<file path="config.mk">
export PLATFORM = sky130hd
export DESIGN_NAME = warm_hue_saturation_boost
export DESIGN_NICKNAME = d
export VERILOG_FILES = /design/src/rtl/whsb_pkg.sv /design/src/rtl/whsb_front.sv /design/src/rtl/whsb_queue.sv /design/src/rtl/whsb_back.sv /design/src/rtl/warm_hue_saturation_boost.sv
export SDC_FILE = /design/constraint.sdc
export NUM_CORES = 2
export LEC_CHECK = 0
export BUFFER_PORTS_ARGS = -buffer_cell sky130_fd_sc_hd__buf_4
export CAP_MARGIN = 20
export CELL_PAD_IN_SITES_DETAIL_PLACEMENT = 1
export CELL_PAD_IN_SITES_GLOBAL_PLACEMENT = 2
export CORE_MARGIN = 1
export CORE_UTILIZATION = 45
export DETAILED_ROUTE_END_ITERATION = 10
export GPL_TIMING_DRIVEN = 0
export PLACE_DENSITY = 0.94
export SYNTH_ARGS = -nofsm -noshare
export SYNTH_HDL_FRONTEND = slang
export SYNTH_SLANG_ARGS = --single-unit
</file>
<file path="constraint.sdc">
create_clock -name clk -period 11.3 [get_ports clk]
set_input_delay 1.695 -clock clk [delete_from_list [all_inputs] [get_ports clk]]
set_output_delay 1.695 -clock clk [all_outputs]
set_load 0.005 [all_outputs]
</file>
<file path="src/rtl/whsb_pkg.sv">
package whsb_pkg;

  // Fraction bits of the smoothstep weights; a weight lies in 0..2^F.
  localparam int WEIGHT_FRAC_BITS = 16;
  localparam int WT_W             = WEIGHT_FRAC_BITS + 1;

  // Field and register widths.
  localparam int PIX_W          = 8;
  localparam int GAIN_W         = 16;
  localparam int SHIFT_W        = 16;
  localparam int GAIN_FRAC_BITS = 14;
  localparam int SHIFT_FRAC_BITS = 8;
  localparam int CFG_IDX_W      = 2;
  localparam int CFG_DATA_W     = 16;

  // Register indexes of the configuration port.
  localparam logic [CFG_IDX_W-1:0] REG_SAT_GAIN  = CFG_IDX_W'(0);
  localparam logic [CFG_IDX_W-1:0] REG_HUE_SHIFT = CFG_IDX_W'(1);

  // Ramp limits of the three weights.
  localparam int HUE_LO    = 5;
  localparam int HUE_HI    = 38;
  localparam int HUE_RAMP  = 6;
  localparam int SAT_LO    = 80;
  localparam int SAT_SPAN  = 30;
  localparam int VAL_LO    = 100;
  localparam int VAL_SPAN  = 40;
  localparam int HUE_MOD   = 180;
  localparam int PIX_MAX   = 255;

  // Depth of the queue between front and back.
  localparam int Q_DEPTH = 4;
  localparam int Q_PTR_W = $clog2(Q_DEPTH);
  localparam int Q_CNT_W = $clog2(Q_DEPTH + 1);

  // Weight table selectors.
  localparam int LUT_HUE = 0;
  localparam int LUT_SAT = 1;
  localparam int LUT_VAL = 2;
  localparam int LUT_N   = 256;
  localparam int LUT_W   = LUT_N * WT_W;

  // One classified pixel word as it travels through the queue.
  typedef struct packed {
    logic [PIX_W-1:0] hue;
    logic [PIX_W-1:0] sat;
    logic [PIX_W-1:0] val;
    logic             last;
    logic [WT_W-1:0]  hw;
    logic [WT_W-1:0]  sw;
    logic [WT_W-1:0]  vw;
  } item_t;

  // Queue status seen by both sides.
  typedef struct packed {
    logic full;
    logic empty;
  } q_status_t;

  // Clamp helper for the table builder.
  function automatic longint clamp_span(input longint x, input longint span);
    longint r;
    r = x;
    if (r < 0) r = 0;
    if (r > span) r = span;
    return r;
  endfunction

  // Restoring long division of a non-negative numerator, used only while
  // the tables are built.
  function automatic longint quotient(input longint n, input longint d);
    longint q;
    longint r;
    q = 0;
    r = 0;
    for (int k = 62; k >= 0; k--) begin
      r = (r << 1) | ((n >> k) & longint'(1));
      if (r >= d) begin
        r = r - d;
        q = q | (longint'(1) << k);
      end
    end
    return q;
  endfunction

  // Builds one weight table at elaboration; entry i is the weight of byte i.
  function automatic logic [LUT_W-1:0] build_lut(input int kind);
    logic [LUT_W-1:0] lut;
    longint a;
    longint b;
    longint n;
    longint num;
    longint den;
    longint nmax;
    lut  = '0;
    nmax = HUE_RAMP * HUE_RAMP;
    for (int i = 0; i < LUT_N; i++) begin
      case (kind)
        LUT_HUE: begin
          if (i >= HUE_MOD) begin
            num = 0;
          end else begin
            a   = clamp_span(longint'(i) - HUE_LO, HUE_RAMP);
            b   = clamp_span(HUE_HI - longint'(i), HUE_RAMP);
            n   = a * b;
            num = n * n * (3 * nmax - 2 * n);
          end
          den = nmax * nmax * nmax;
        end
        LUT_SAT: begin
          n   = clamp_span(longint'(i) - SAT_LO, SAT_SPAN);
          num = n * n * (3 * SAT_SPAN - 2 * n);
          den = SAT_SPAN * SAT_SPAN * SAT_SPAN;
        end
        LUT_VAL: begin
          n   = clamp_span(longint'(i) - VAL_LO, VAL_SPAN);
          num = n * n * (3 * VAL_SPAN - 2 * n);
          den = VAL_SPAN * VAL_SPAN * VAL_SPAN;
        end
        default: begin
          num = 0;
          den = 1;
        end
      endcase
      lut[i*WT_W +: WT_W] = WT_W'(quotient(num << WEIGHT_FRAC_BITS, den));
    end
    return lut;
  endfunction

  localparam logic [LUT_W-1:0] HW_LUT = build_lut(LUT_HUE);
  localparam logic [LUT_W-1:0] SW_LUT = build_lut(LUT_SAT);
  localparam logic [LUT_W-1:0] VW_LUT = build_lut(LUT_VAL);

  // Table read by byte index.
  function automatic logic [WT_W-1:0] lut_read(input logic [LUT_W-1:0] lut,
                                               input logic [PIX_W-1:0] idx);
    return lut[idx*WT_W +: WT_W];
  endfunction

endpackage

</file>
<file path="src/rtl/whsb_front.sv">
module whsb_front (
  input  logic                 clk,
  input  logic                 rst_n,
  input  logic                 in_valid,
  output logic                 in_stall,
  input  logic [7:0]           in_hue,
  input  logic [7:0]           in_sat,
  input  logic [7:0]           in_val,
  input  logic                 in_last_pixel,
  input  whsb_pkg::q_status_t  q_status,
  output logic                 push_valid,
  output whsb_pkg::item_t      push_item
);
  import whsb_pkg::*;

  logic  f_valid_r;
  logic  f_valid_nxt;
  item_t f_item_r;
  item_t f_item_nxt;

  // The front register holds one word until the queue has room.
  assign in_stall   = f_valid_r && q_status.full;
  assign push_valid = f_valid_r && !q_status.full;
  assign push_item  = f_item_r;

  // Classify the incoming pixel: look up its three weights.
  always_comb begin
    f_item_nxt.hue  = in_hue;
    f_item_nxt.sat  = in_sat;
    f_item_nxt.val  = in_val;
    f_item_nxt.last = in_last_pixel;
    f_item_nxt.hw   = lut_read(HW_LUT, in_hue);
    f_item_nxt.sw   = lut_read(SW_LUT, in_sat);
    f_item_nxt.vw   = lut_read(VW_LUT, in_val);
    f_valid_nxt     = in_stall ? f_valid_r : in_valid;
  end

  always_ff @(posedge clk) begin
    if (!rst_n) begin
      f_valid_r <= 1'b0;
    end else begin
      f_valid_r <= f_valid_nxt;
    end
  end

  always_ff @(posedge clk) begin
    if (!in_stall && in_valid) begin
      f_item_r <= f_item_nxt;
    end
  end

endmodule

</file>
<file path="src/rtl/whsb_queue.sv">
module whsb_queue (
  input  logic                 clk,
  input  logic                 rst_n,
  input  logic                 push_valid,
  input  whsb_pkg::item_t      push_item,
  input  logic                 pop,
  output whsb_pkg::item_t      head_item,
  output whsb_pkg::q_status_t  q_status
);
  import whsb_pkg::*;

  item_t              entry_r [Q_DEPTH];
  logic [Q_PTR_W-1:0] wr_ptr_r;
  logic [Q_PTR_W-1:0] wr_ptr_nxt;
  logic [Q_PTR_W-1:0] rd_ptr_r;
  logic [Q_PTR_W-1:0] rd_ptr_nxt;
  logic [Q_CNT_W-1:0] count_r;
  logic [Q_CNT_W-1:0] count_nxt;

  assign q_status.full  = (count_r == Q_CNT_W'(Q_DEPTH));
  assign q_status.empty = (count_r == '0);
  assign head_item      = entry_r[rd_ptr_r];

  // Pointer and fill count update.
  always_comb begin
    wr_ptr_nxt = wr_ptr_r;
    rd_ptr_nxt = rd_ptr_r;
    count_nxt  = count_r;
    if (push_valid) begin
      wr_ptr_nxt = (wr_ptr_r == Q_PTR_W'(Q_DEPTH - 1)) ? '0 : wr_ptr_r + 1'b1;
    end
    if (pop) begin
      rd_ptr_nxt = (rd_ptr_r == Q_PTR_W'(Q_DEPTH - 1)) ? '0 : rd_ptr_r + 1'b1;
    end
    if (push_valid && !pop) begin
      count_nxt = count_r + 1'b1;
    end else if (pop && !push_valid) begin
      count_nxt = count_r - 1'b1;
    end
  end

  always_ff @(posedge clk) begin
    if (!rst_n) begin
      wr_ptr_r <= '0;
      rd_ptr_r <= '0;
      count_r  <= '0;
    end else begin
      wr_ptr_r <= wr_ptr_nxt;
      rd_ptr_r <= rd_ptr_nxt;
      count_r  <= count_nxt;
    end
  end

  // Entry storage.
  always_ff @(posedge clk) begin
    if (push_valid) begin
      entry_r[wr_ptr_r] <= push_item;
    end
  end

endmodule

</file>
<file path="src/rtl/whsb_back.sv">
module whsb_back (
  input  logic                                 clk,
  input  logic                                 rst_n,
  input  logic [whsb_pkg::GAIN_W-1:0]          sat_gain,
  input  logic signed [whsb_pkg::SHIFT_W-1:0]  hue_shift,
  input  whsb_pkg::item_t                      head_item,
  input  whsb_pkg::q_status_t                  q_status,
  output logic                                 pop,
  output logic                                 out_valid,
  input  logic                                 out_stall,
  output logic [7:0]                           out_hue,
  output logic [7:0]                           out_sat,
  output logic [7:0]                           out_value,
  output logic                                 out_last_pixel
);
  import whsb_pkg::*;

  localparam int F      = WEIGHT_FRAC_BITS;
  localparam int GH_W   = GAIN_W + WT_W;
  localparam int X2_W   = PIX_W + GH_W;
  localparam int SUM_W  = X2_W - GAIN_FRAC_BITS - F + 1;
  localparam int P_W    = SHIFT_W + WT_W + 1;
  localparam int PS_W   = P_W - SHIFT_FRAC_BITS - F;
  localparam int Q_W    = PS_W + 1;
  localparam logic signed [Q_W-1:0] MOD_Q  = Q_W'(HUE_MOD);
  localparam logic signed [Q_W-1:0] MOD2_Q = Q_W'(2 * HUE_MOD);

  typedef struct packed {
    logic [PIX_W-1:0] hue;
    logic [PIX_W-1:0] sat;
    logic [PIX_W-1:0] val;
    logic             last;
    logic [WT_W-1:0]  vw;
    logic [GH_W-1:0]  gain_hw;
    logic [WT_W-1:0]  hs;
  } s1_t;

  typedef struct packed {
    logic [PIX_W-1:0] hue;
    logic [PIX_W-1:0] sat;
    logic [PIX_W-1:0] val;
    logic             last;
    logic [WT_W-1:0]  cw;
  } s2_t;

  logic             adv;
  logic             s1_valid_r;
  logic             s2_valid_r;
  logic             out_valid_r;
  s1_t              s1_r;
  s1_t              s1_nxt;
  s2_t              s2_r;
  s2_t              s2_nxt;
  logic [PIX_W-1:0] hue_r;
  logic [PIX_W-1:0] hue_nxt;
  logic [PIX_W-1:0] sat_r;
  logic [PIX_W-1:0] val_r;
  logic             last_r;

  logic [2*WT_W-1:0]       hs_full;
  logic [X2_W-1:0]         x2;
  logic [SUM_W-1:0]        sat_sum;
  logic [2*WT_W-1:0]       cw_full;
  logic signed [P_W-1:0]   shift_prod;
  logic signed [PS_W-1:0]  shift_int;
  logic signed [Q_W-1:0]   hue_q;
  logic signed [Q_W-1:0]   hue_wrap;

  // The whole pipe moves whenever the output register can take a word.
  assign adv = !out_valid_r || !out_stall;
  assign pop = adv && !q_status.empty;

  // Stage one: gain times hue weight, hue weight times saturation weight.
  always_comb begin
    hs_full        = head_item.hw * head_item.sw;
    s1_nxt.hue     = head_item.hue;
    s1_nxt.sat     = head_item.sat;
    s1_nxt.val     = head_item.val;
    s1_nxt.last    = head_item.last;
    s1_nxt.vw      = head_item.vw;
    s1_nxt.gain_hw = sat_gain * head_item.hw;
    s1_nxt.hs      = hs_full[F +: WT_W];
  end

  // Stage two: boosted saturation with clamp, combined hue weight.
  always_comb begin
    x2      = s1_r.sat * s1_r.gain_hw;
    sat_sum = SUM_W'(s1_r.sat) + SUM_W'(x2[X2_W-1:GAIN_FRAC_BITS+F]);
    cw_full = s1_r.hs * s1_r.vw;
    s2_nxt.hue  = s1_r.hue;
    s2_nxt.val  = s1_r.val;
    s2_nxt.last = s1_r.last;
    s2_nxt.cw   = cw_full[F +: WT_W];
    if (sat_gain == '0) begin
      s2_nxt.sat = s1_r.sat;
    end else if (sat_sum > SUM_W'(PIX_MAX)) begin
      s2_nxt.sat = PIX_W'(PIX_MAX);
    end else begin
      s2_nxt.sat = sat_sum[PIX_W-1:0];
    end
  end

  // Stage three: shifted hue, whole part, wrapped into one turn.
  always_comb begin
    shift_prod = hue_shift * $signed({1'b0, s2_r.cw});
    shift_int  = shift_prod[P_W-1 -: PS_W];
    hue_q      = $signed({{(Q_W-PIX_W){1'b0}}, s2_r.hue}) +
                 $signed({shift_int[PS_W-1], shift_int});
    if (hue_q < 0) begin
      hue_wrap = hue_q + MOD_Q;
    end else if (hue_q >= MOD2_Q) begin
      hue_wrap = hue_q - MOD2_Q;
    end else if (hue_q >= MOD_Q) begin
      hue_wrap = hue_q - MOD_Q;
    end else begin
      hue_wrap = hue_q;
    end
    hue_nxt = (hue_shift == '0) ? s2_r.hue : hue_wrap[PIX_W-1:0];
  end

  always_ff @(posedge clk) begin
    if (!rst_n) begin
      s1_valid_r  <= 1'b0;
      s2_valid_r  <= 1'b0;
      out_valid_r <= 1'b0;
    end else if (adv) begin
      s1_valid_r  <= !q_status.empty;
      s2_valid_r  <= s1_valid_r;
      out_valid_r <= s2_valid_r;
    end
  end

  always_ff @(posedge clk) begin
    if (adv) begin
      s1_r   <= s1_nxt;
      s2_r   <= s2_nxt;
      hue_r  <= hue_nxt;
      sat_r  <= s2_r.sat;
      val_r  <= s2_r.val;
      last_r <= s2_r.last;
    end
  end

  assign out_valid      = out_valid_r;
  assign out_hue        = hue_r;
  assign out_sat        = sat_r;
  assign out_value      = val_r;
  assign out_last_pixel = last_r;

endmodule

</file>
<file path="src/rtl/warm_hue_saturation_boost.sv">
// Warm hue saturation boost for an 8-bit HSV pixel stream (hue in half degrees).
// Input channel: in_valid/in_stall with in_hue, in_sat, in_val, in_last_pixel.
// Output channel: out_valid/out_stall with out_hue, out_sat, out_value,
// out_last_pixel. A word moves on a channel at a clock edge where valid is
// high and stall is low.
// Configuration: cfg_wr_en, cfg_index, cfg_wdata; index 0 is sat_gain (Q2.14),
// index 1 is hue_shift (signed Q8.8); other indexes are ignored. Write only
// while the block holds no pixel.
// With out_stall low, throughput is one pixel per clock: every stage is a table
// lookup or one multiplier, and the queue and pipe hand a word on each cycle.
// From input acceptance to out_valid a word passes the front register, the
// queue, two multiply stages, then the output register.
// While a valid output is stalled the back pipe holds; the four-word queue and
// the front register keep absorbing input until they fill, then in_stall rises.
// Synchronous reset (rst_n low) empties the pipe and clears both registers
// to zero, so pixels pass through unchanged until configured.
module warm_hue_saturation_boost (
  input  logic        clk,
  input  logic        rst_n,
  input  logic        in_valid,
  output logic        in_stall,
  input  logic [7:0]  in_hue,
  input  logic [7:0]  in_sat,
  input  logic [7:0]  in_val,
  input  logic        in_last_pixel,
  output logic        out_valid,
  input  logic        out_stall,
  output logic [7:0]  out_hue,
  output logic [7:0]  out_sat,
  output logic [7:0]  out_value,
  output logic        out_last_pixel,
  input  logic                                 cfg_wr_en,
  input  logic [whsb_pkg::CFG_IDX_W-1:0]       cfg_index,
  input  logic [whsb_pkg::CFG_DATA_W-1:0]      cfg_wdata
);
  import whsb_pkg::*;

  logic [GAIN_W-1:0]         sat_gain_r;
  logic signed [SHIFT_W-1:0] hue_shift_r;
  logic                      push_valid;
  item_t                     push_item;
  item_t                     head_item;
  logic                      pop;
  q_status_t                 q_status;

  // Configuration registers.
  always_ff @(posedge clk) begin
    if (!rst_n) begin
      sat_gain_r  <= '0;
      hue_shift_r <= '0;
    end else if (cfg_wr_en) begin
      case (cfg_index)
        REG_SAT_GAIN:  sat_gain_r  <= cfg_wdata[GAIN_W-1:0];
        REG_HUE_SHIFT: hue_shift_r <= $signed(cfg_wdata[SHIFT_W-1:0]);
        default: ;
      endcase
    end
  end

  whsb_front u_front (
    .clk           (clk),
    .rst_n         (rst_n),
    .in_valid      (in_valid),
    .in_stall      (in_stall),
    .in_hue        (in_hue),
    .in_sat        (in_sat),
    .in_val        (in_val),
    .in_last_pixel (in_last_pixel),
    .q_status      (q_status),
    .push_valid    (push_valid),
    .push_item     (push_item)
  );

  whsb_queue u_queue (
    .clk        (clk),
    .rst_n      (rst_n),
    .push_valid (push_valid),
    .push_item  (push_item),
    .pop        (pop),
    .head_item  (head_item),
    .q_status   (q_status)
  );

  whsb_back u_back (
    .clk            (clk),
    .rst_n          (rst_n),
    .sat_gain       (sat_gain_r),
    .hue_shift      (hue_shift_r),
    .head_item      (head_item),
    .q_status       (q_status),
    .pop            (pop),
    .out_valid      (out_valid),
    .out_stall      (out_stall),
    .out_hue        (out_hue),
    .out_sat        (out_sat),
    .out_value      (out_value),
    .out_last_pixel (out_last_pixel)
  );

endmodule

</file>
# --- Word level (Yosys, flattened, before mapping) ---
# Memory sizes are Yosys's and may differ from the RTL's. A register that Yosys moved wholly into a read port is not among the register bits.
# Index checks and enable logic that the tools add are counted.
op_classes:
  add_sub_neg: 9
  mul: 8
  n_div: 0
  order_cmp: 4
  eq_ne: 4
  shifts: 3
  n_mux: 14
  bitwise: 0
  reduce_logical: 21
ops:
  columns: ["operator", "n"]
  rows:
  - ["$shiftx A4352 B14 Y17 const A", 3]
  - ["$mul A17 B17 Y33", 2]
  - ["$mux W8", 6]
  - ["$mul A8 B33 Y41", 1]
  - ["$mul A8 B5 Y13 const B", 3]
  - ["$mul A16 B18 Y34", 1]
  - ["$mul A16 B17 Y33", 1]
  - ["$logic_not A16 Y1", 2]
  - ["$sub A8 B8 Y8 const B", 2]
  - ["$add A8 B11 Y12", 1]
  - ["$gt A12 B8 Y1 const B", 1]
  - ["$add A9 B10 Y11", 1]
  - ["$ge A11 B10 Y1 const B", 1]
  - ["$ge A11 B9 Y1 const B", 1]
  - ["$lt A11 B1 Y1 const B", 1]
  - ["$add A8 B8 Y8 const B", 1]
  - ["$mux W2", 4]
  - ["$logic_not A1 Y1", 7]
  - ["$logic_and A1 B1 Y1", 6]
  - ["$mux W3", 2]
  - ["$add A2 B1 Y2 const B", 2]
  - ["$eq A2 B2 Y1 const B", 2]
  - ["$reduce_and A2 Y1", 2]
  - ["$add A3 B1 Y3 const B", 1]
  - ["other kinds (8)", 9]
totals:
  reg_bits: 278
  latch_bits: 0
  mem_bits_rw: 304
  rom_bits: 0
  input_bits: 48
  output_inout_bits: 27
  wordCells: 96
  n_memories: 1
mem_list:
  columns: ["memory", "words", "width", "read_ports", "rd_ports_with_merged_regs", "write_ports", "line_no", "source"]
  rows:
  - ["u_queue.entry_r", 4, 76, 1, 1, 1, "whsb_queue.sv:12", "item_t entry_r [Q_DEPTH];"]

# --- Logic depth before layout (Yosys ltp) ---
logic_depth:
  depth_word: 7
  ltp_mapped: 40
  mapped_depth_nobuf: 37

# --- Cells and area by module ---
# A second synthesis with hierarchy kept.
unflattened:
  cells_unflattened: 6176
  hier_area_um2: 65373.9
modules_own_cells:
  columns: ["mod", "instances", "cells_each", "area_per_inst_um2", "seq_area_each_um2"]
  rows:
  - ["whsb_back", 1, 5150, 48051.1, 4834.6]
  - ["whsb_queue", 1, 441, 11468.5, 9308.9]
  - ["whsb_front", 1, 462, 4610.7, 1971.9]
  - ["warm_hue_saturation_boost", 1, 123, 1243.7, 640.6]

# --- Worst setup path after synthesis ---
# OpenSTA, ideal clock, no wires.
synth_path:
  path_type: "register -> register"
  startpoint: "register hue_shift_r[7]"
  endpoint: "register u_back.hue_r[7], in the netlist u_back.out_hue[7] (data pin)"
  setup_time_ps: 255
  t_arrival_ps: 8573
  t_required_ps: 11045
  path_slack_ps: 2472
  stages_incl_launch_ff: 37
  n_path_buf: 2
  synth_period_minus_slack_ps: 8828
  cell_sequence: "dfxtp_1 > clkbuf_1 > clkbuf_1 > nand2_1 > fa_1 > inv_1 > fa_1 > fa_1 > fa_1 > fa_1 > inv_1 > fa_1 > inv_1 > ha_1 > and3_4 > a221o_1 > a21oi_2 > o211ai_2 > a21oi_1 > nor2b_1 > o21a_1 > nor2_1 > xnor2_1 > ha_1 > o21a_1 > o31a_1 > a21oi_1 > ha_1 > a21o_1 > o21ai_0 > a21oi_1 > nor2_1 > o21bai_1 > o311ai_2 > a2111o_1 > a21o_1 > a31o_1"
synth_between:
  elab_chain_len: 7
  elab_cells_between_ends: 13
  cone_classes: "add/sub (4); mul (1); order compare (3); mux (4); reduce/logical (1)"
synth_lines:
  columns: ["element", "line_no", "source"]
  rows:
  - ["from (decl)", "warm_hue_saturation_boost.sv:39", "logic signed [SHIFT_W-1:0] hue_shift_r;"]
  - ["from (signal assigned)", "warm_hue_saturation_boost.sv:54", "REG_HUE_SHIFT: hue_shift_r <= $signed(cfg_wdata[SHIFT_W-1:0]);"]
  - ["$mul A16 B18 Y34", "whsb_back.sv:105", "shift_prod = hue_shift * $signed({1'b0, s2_r.cw});"]
  - ["$add A9 B10 Y11", "whsb_back.sv:107", "hue_q = $signed({{(Q_W-PIX_W){1'b0}}, s2_r.hue}) +"]
  - ["$ge A11 B9 Y1 or $sub A8 B8 Y8 (tied branches)", "whsb_back.sv:113, whsb_back.sv:114", null]
  - ["$mux W8", "whsb_back.sv:113", "end else if (hue_q >= MOD_Q) begin"]
  - ["$mux W8", "whsb_back.sv:111", "end else if (hue_q >= MOD2_Q) begin"]
  - ["$mux W8", "whsb_back.sv:109", "if (hue_q < 0) begin"]
  - ["$mux W8 (*)", "whsb_back.sv:118", "hue_nxt = (hue_shift == '0) ? s2_r.hue : hue_wrap[PIX_W-1:0];"]
  - ["net u_back.hue_nxt[7]", "whsb_back.sv:55", "logic [PIX_W-1:0] hue_nxt;"]
  - ["to (signal assigned)", "whsb_back.sv:137", "hue_r <= hue_nxt;"]
  - ["to (decl)", "whsb_back.sv:54", "logic [PIX_W-1:0] hue_r;"]
# The timed path passes the listed nets; every way through them passes the cells marked *.
# A chain may end at the register's enable or synchronous reset.

# --- Worst setup path in the final report ---
# Ends and elaborated chain as after synthesis.

==> run metrics <==
outcome completed; Synth Net Count around 7.4k; synth unique cells 90; DRT iter0 DRCs about 2.4k; later-pin clock latency in the skew report 0.68 ns; CP dominant cell by count fa_1; R2R depth 34; critical path peak fanout 10; reg-to-reg slack, setup 0.75 ns; warnings from Yosys 0; Final TNS setup 0 ns; Data required, critical path about 12 ns; vias in the first global route ~48k; slowest CP cell clkbuf_1; max incr delay on CP approximately 0.60 ns; Tmin final 10.55 ns; share of post-route cells with drive strength above 1 under 10%; Sink Count 529; placed instance area roughly 0.065 mm^2; Hold Path Class reg -> reg; Final Hold Fails 0; core area 0.136 mm^2; Post-Place Setup Slack 0.493 ns; DIE HEIGHT between 300 and 400 um; hold buffer count at cts 0; post-detail-place hpwl 140 mm; Cells after Synth 5729; RSZ-0062 raised after global routing false; Synth-to-Final Area Change 8.30%; Post-Route Skew approximately 0.033 ns; RePlAce Congestion 0.929; Ports 75; FFs w/ async S/R, synth 0%; Rel. slew slack ~30%; Worst-path clk slew 0.07 ns; min setup slack post-route approximately 0.75 ns; final WL around 170 mm; fin area approximately 0.067 mm^2; R2R Path End u_back.out_hue[7]; commonest non-fill, non-tap cells in the layout inv_1, fa_1, nand2_1, ha_1, edfxtp_1; crit start category flop; DIE WIDTH 372 um; Worst Path Buf+Inv 6; fin. max-slew vios 0; total CTS buffers between 50 and 60; reg2reg start hue_shift_r[7]; worst slew pin tran approximately 1.1 ns; commonest non-fill, non-tap cell in the layout inv_1; Final setup viols 0; initial core utilization a little under half; DR pass1 iterations 5; max_cap viols 0; Vias around 42k; GRT Util Overall 26.0%; # DRC 0; first-pass GRT wire length 276 mm; GRT overflow 0; CP delay by family, top adder cells; post-route clock period utilization 93.4%; initial antenna violation count 0; WP data arrival 10.95 ns; CTS root buffer clkbuf_16; flops & latches, synth 529; Crit Path Category reg -> reg; dominant synthesized flop cell edfxtp_1; EDFF count, synth 484; Cell Rows about 140; synthesized cell area just over 0.06 mm^2; register area share after synthesis 25.0%; CP endpoint u_back.out_hue[7]; number of H-tree levels 2; Worst setup startpoint hue_shift_r[7]; IO buf count 74; die area about 0.14 mm^2; largest net degree at the start of global routing 66; WP depth 34; crit path capture type flop; clock buffer depth 3; Final nets roughly 7.5k; Via density approximately 5.4; antenna viol nets, final 0; Avg Inst Size Synth between 10 and 15 um^2; CTS tree done; n_diodes 0; Fmax between 90 and 100 MHz; drt wl/cell roughly 23 um
-- final cells by class --
class                           count  area (um^2)
Buffer                            194          738
Inverter                         1259         4730
Tap cell                         1781         2230
Clock buffer                       65         1510
Timing Repair Buffer               83          783
Clock inverter                     45          569
Sequential cell                   529        15400
Fill cell                       14900        69000
Multi-Input combinational cell   3747        40800
-- metal layers --
metal	global-route usage (%)	wire, um
met3	3.73	9240
met2	45.7	88200
met5	0	0
met1	32.8	71000
met4	8.20	5730
-- logic make-up (layout without fill, tap and decap cells) --
logic type	Yosys count	count (layout)	share of synthesized area, %
mux	78	78	2.60
buf+inv	1453	1646	8.86
compound gates	494	494	5.35
xor+xnor	107	107	1.52
simple gates	1473	1473	11.6
flops	529	529	25.0
fa+ha+maj	1595	1595	45.1
-- cells in the mapped netlist, types with 40 or more instances --
master | number | area share, %
nand2_1 | 705 | 4.3
ha_1 | 550 | 11
mux4_2 | 66 | 2.4
a21boi_0 | 40 | 0.49
inv_1 | 1256 | 7.6
a21oi_1 | 133 | 1.1
nor2_1 | 120 | 0.73
o21ai_0 | 89 | 0.72
fa_1 | 1045 | 34
and2_1 | 460 | 4.7
xnor2_1 | 74 | 1.1
edfxtp_1 | 484 | 24
dfxtp_1 | 45 | 1.5
clkbuf_1 | 180 | 1.1
-- timing repair --
| item | in CTS | in global routing |
|---|---|---|
| setup buffers | 0 | 0 |
| resized for setup | 0 | 1 |
| endpoints found under the setup margin | 0 | 2 |
-- registers in the layout (all words and copies together), names as in the netlist, named ones only --
name,count
u_queue.entry_r,260
u_back.s1_r,92
u_front.push_item,65
u_back.s2_r,42
hue_shift_r,16
sat_gain_r,16
u_back.out_hue,8
u_back.out_sat,8
u_back.out_value,8
u_queue.count_r,3
u_queue.rd_ptr_r,2
u_queue.wr_ptr_r,2
u_back.out_last_pixel,1
u_back.out_valid,1
u_back.s1_valid_r,1
u_back.s2_valid_r,1
u_front.f_valid_r,1
-- per-stage QoR --
step	util [%]	cells	hold slack, ns
2_1_floorplan	-	5729	0.400
3_3_place_gp	47.5	7584	0.405
3_5_place_dp	47.7	7593	0.406
4_1_cts	49.2	7703	0.422
5_1_grt	49.2	7703	0.431
6_report	49.2	7703	0.424
-- worst min path at each step --
| stage | from | end | slack, ns | cells after the start |
|---|---|---|---|---|
| after global routing | u_back.s1_r[69] | u_back.s2_r[19] | 0.43 | 0 |
| after global placement | u_back.s2_r[33] | u_back.out_sat[7] | 0.40 | 0 |
| after CTS | u_back.s2_r[19] | u_back.out_value[1] | 0.42 | 0 |
| after floorplan | u_back.s2_r[17] | u_back.out_last_pixel | 0.40 | 0 |
| final | u_back.s2_r[20] | u_back.out_value[2] | 0.42 | 0 |
| after detailed placement | u_back.s2_r[26] | u_back.out_sat[0] | 0.41 | 0 |
Power is left out: the tool's default activity adds up to more than one toggle a clock period on the data nets, which glitch-free logic cannot reach.
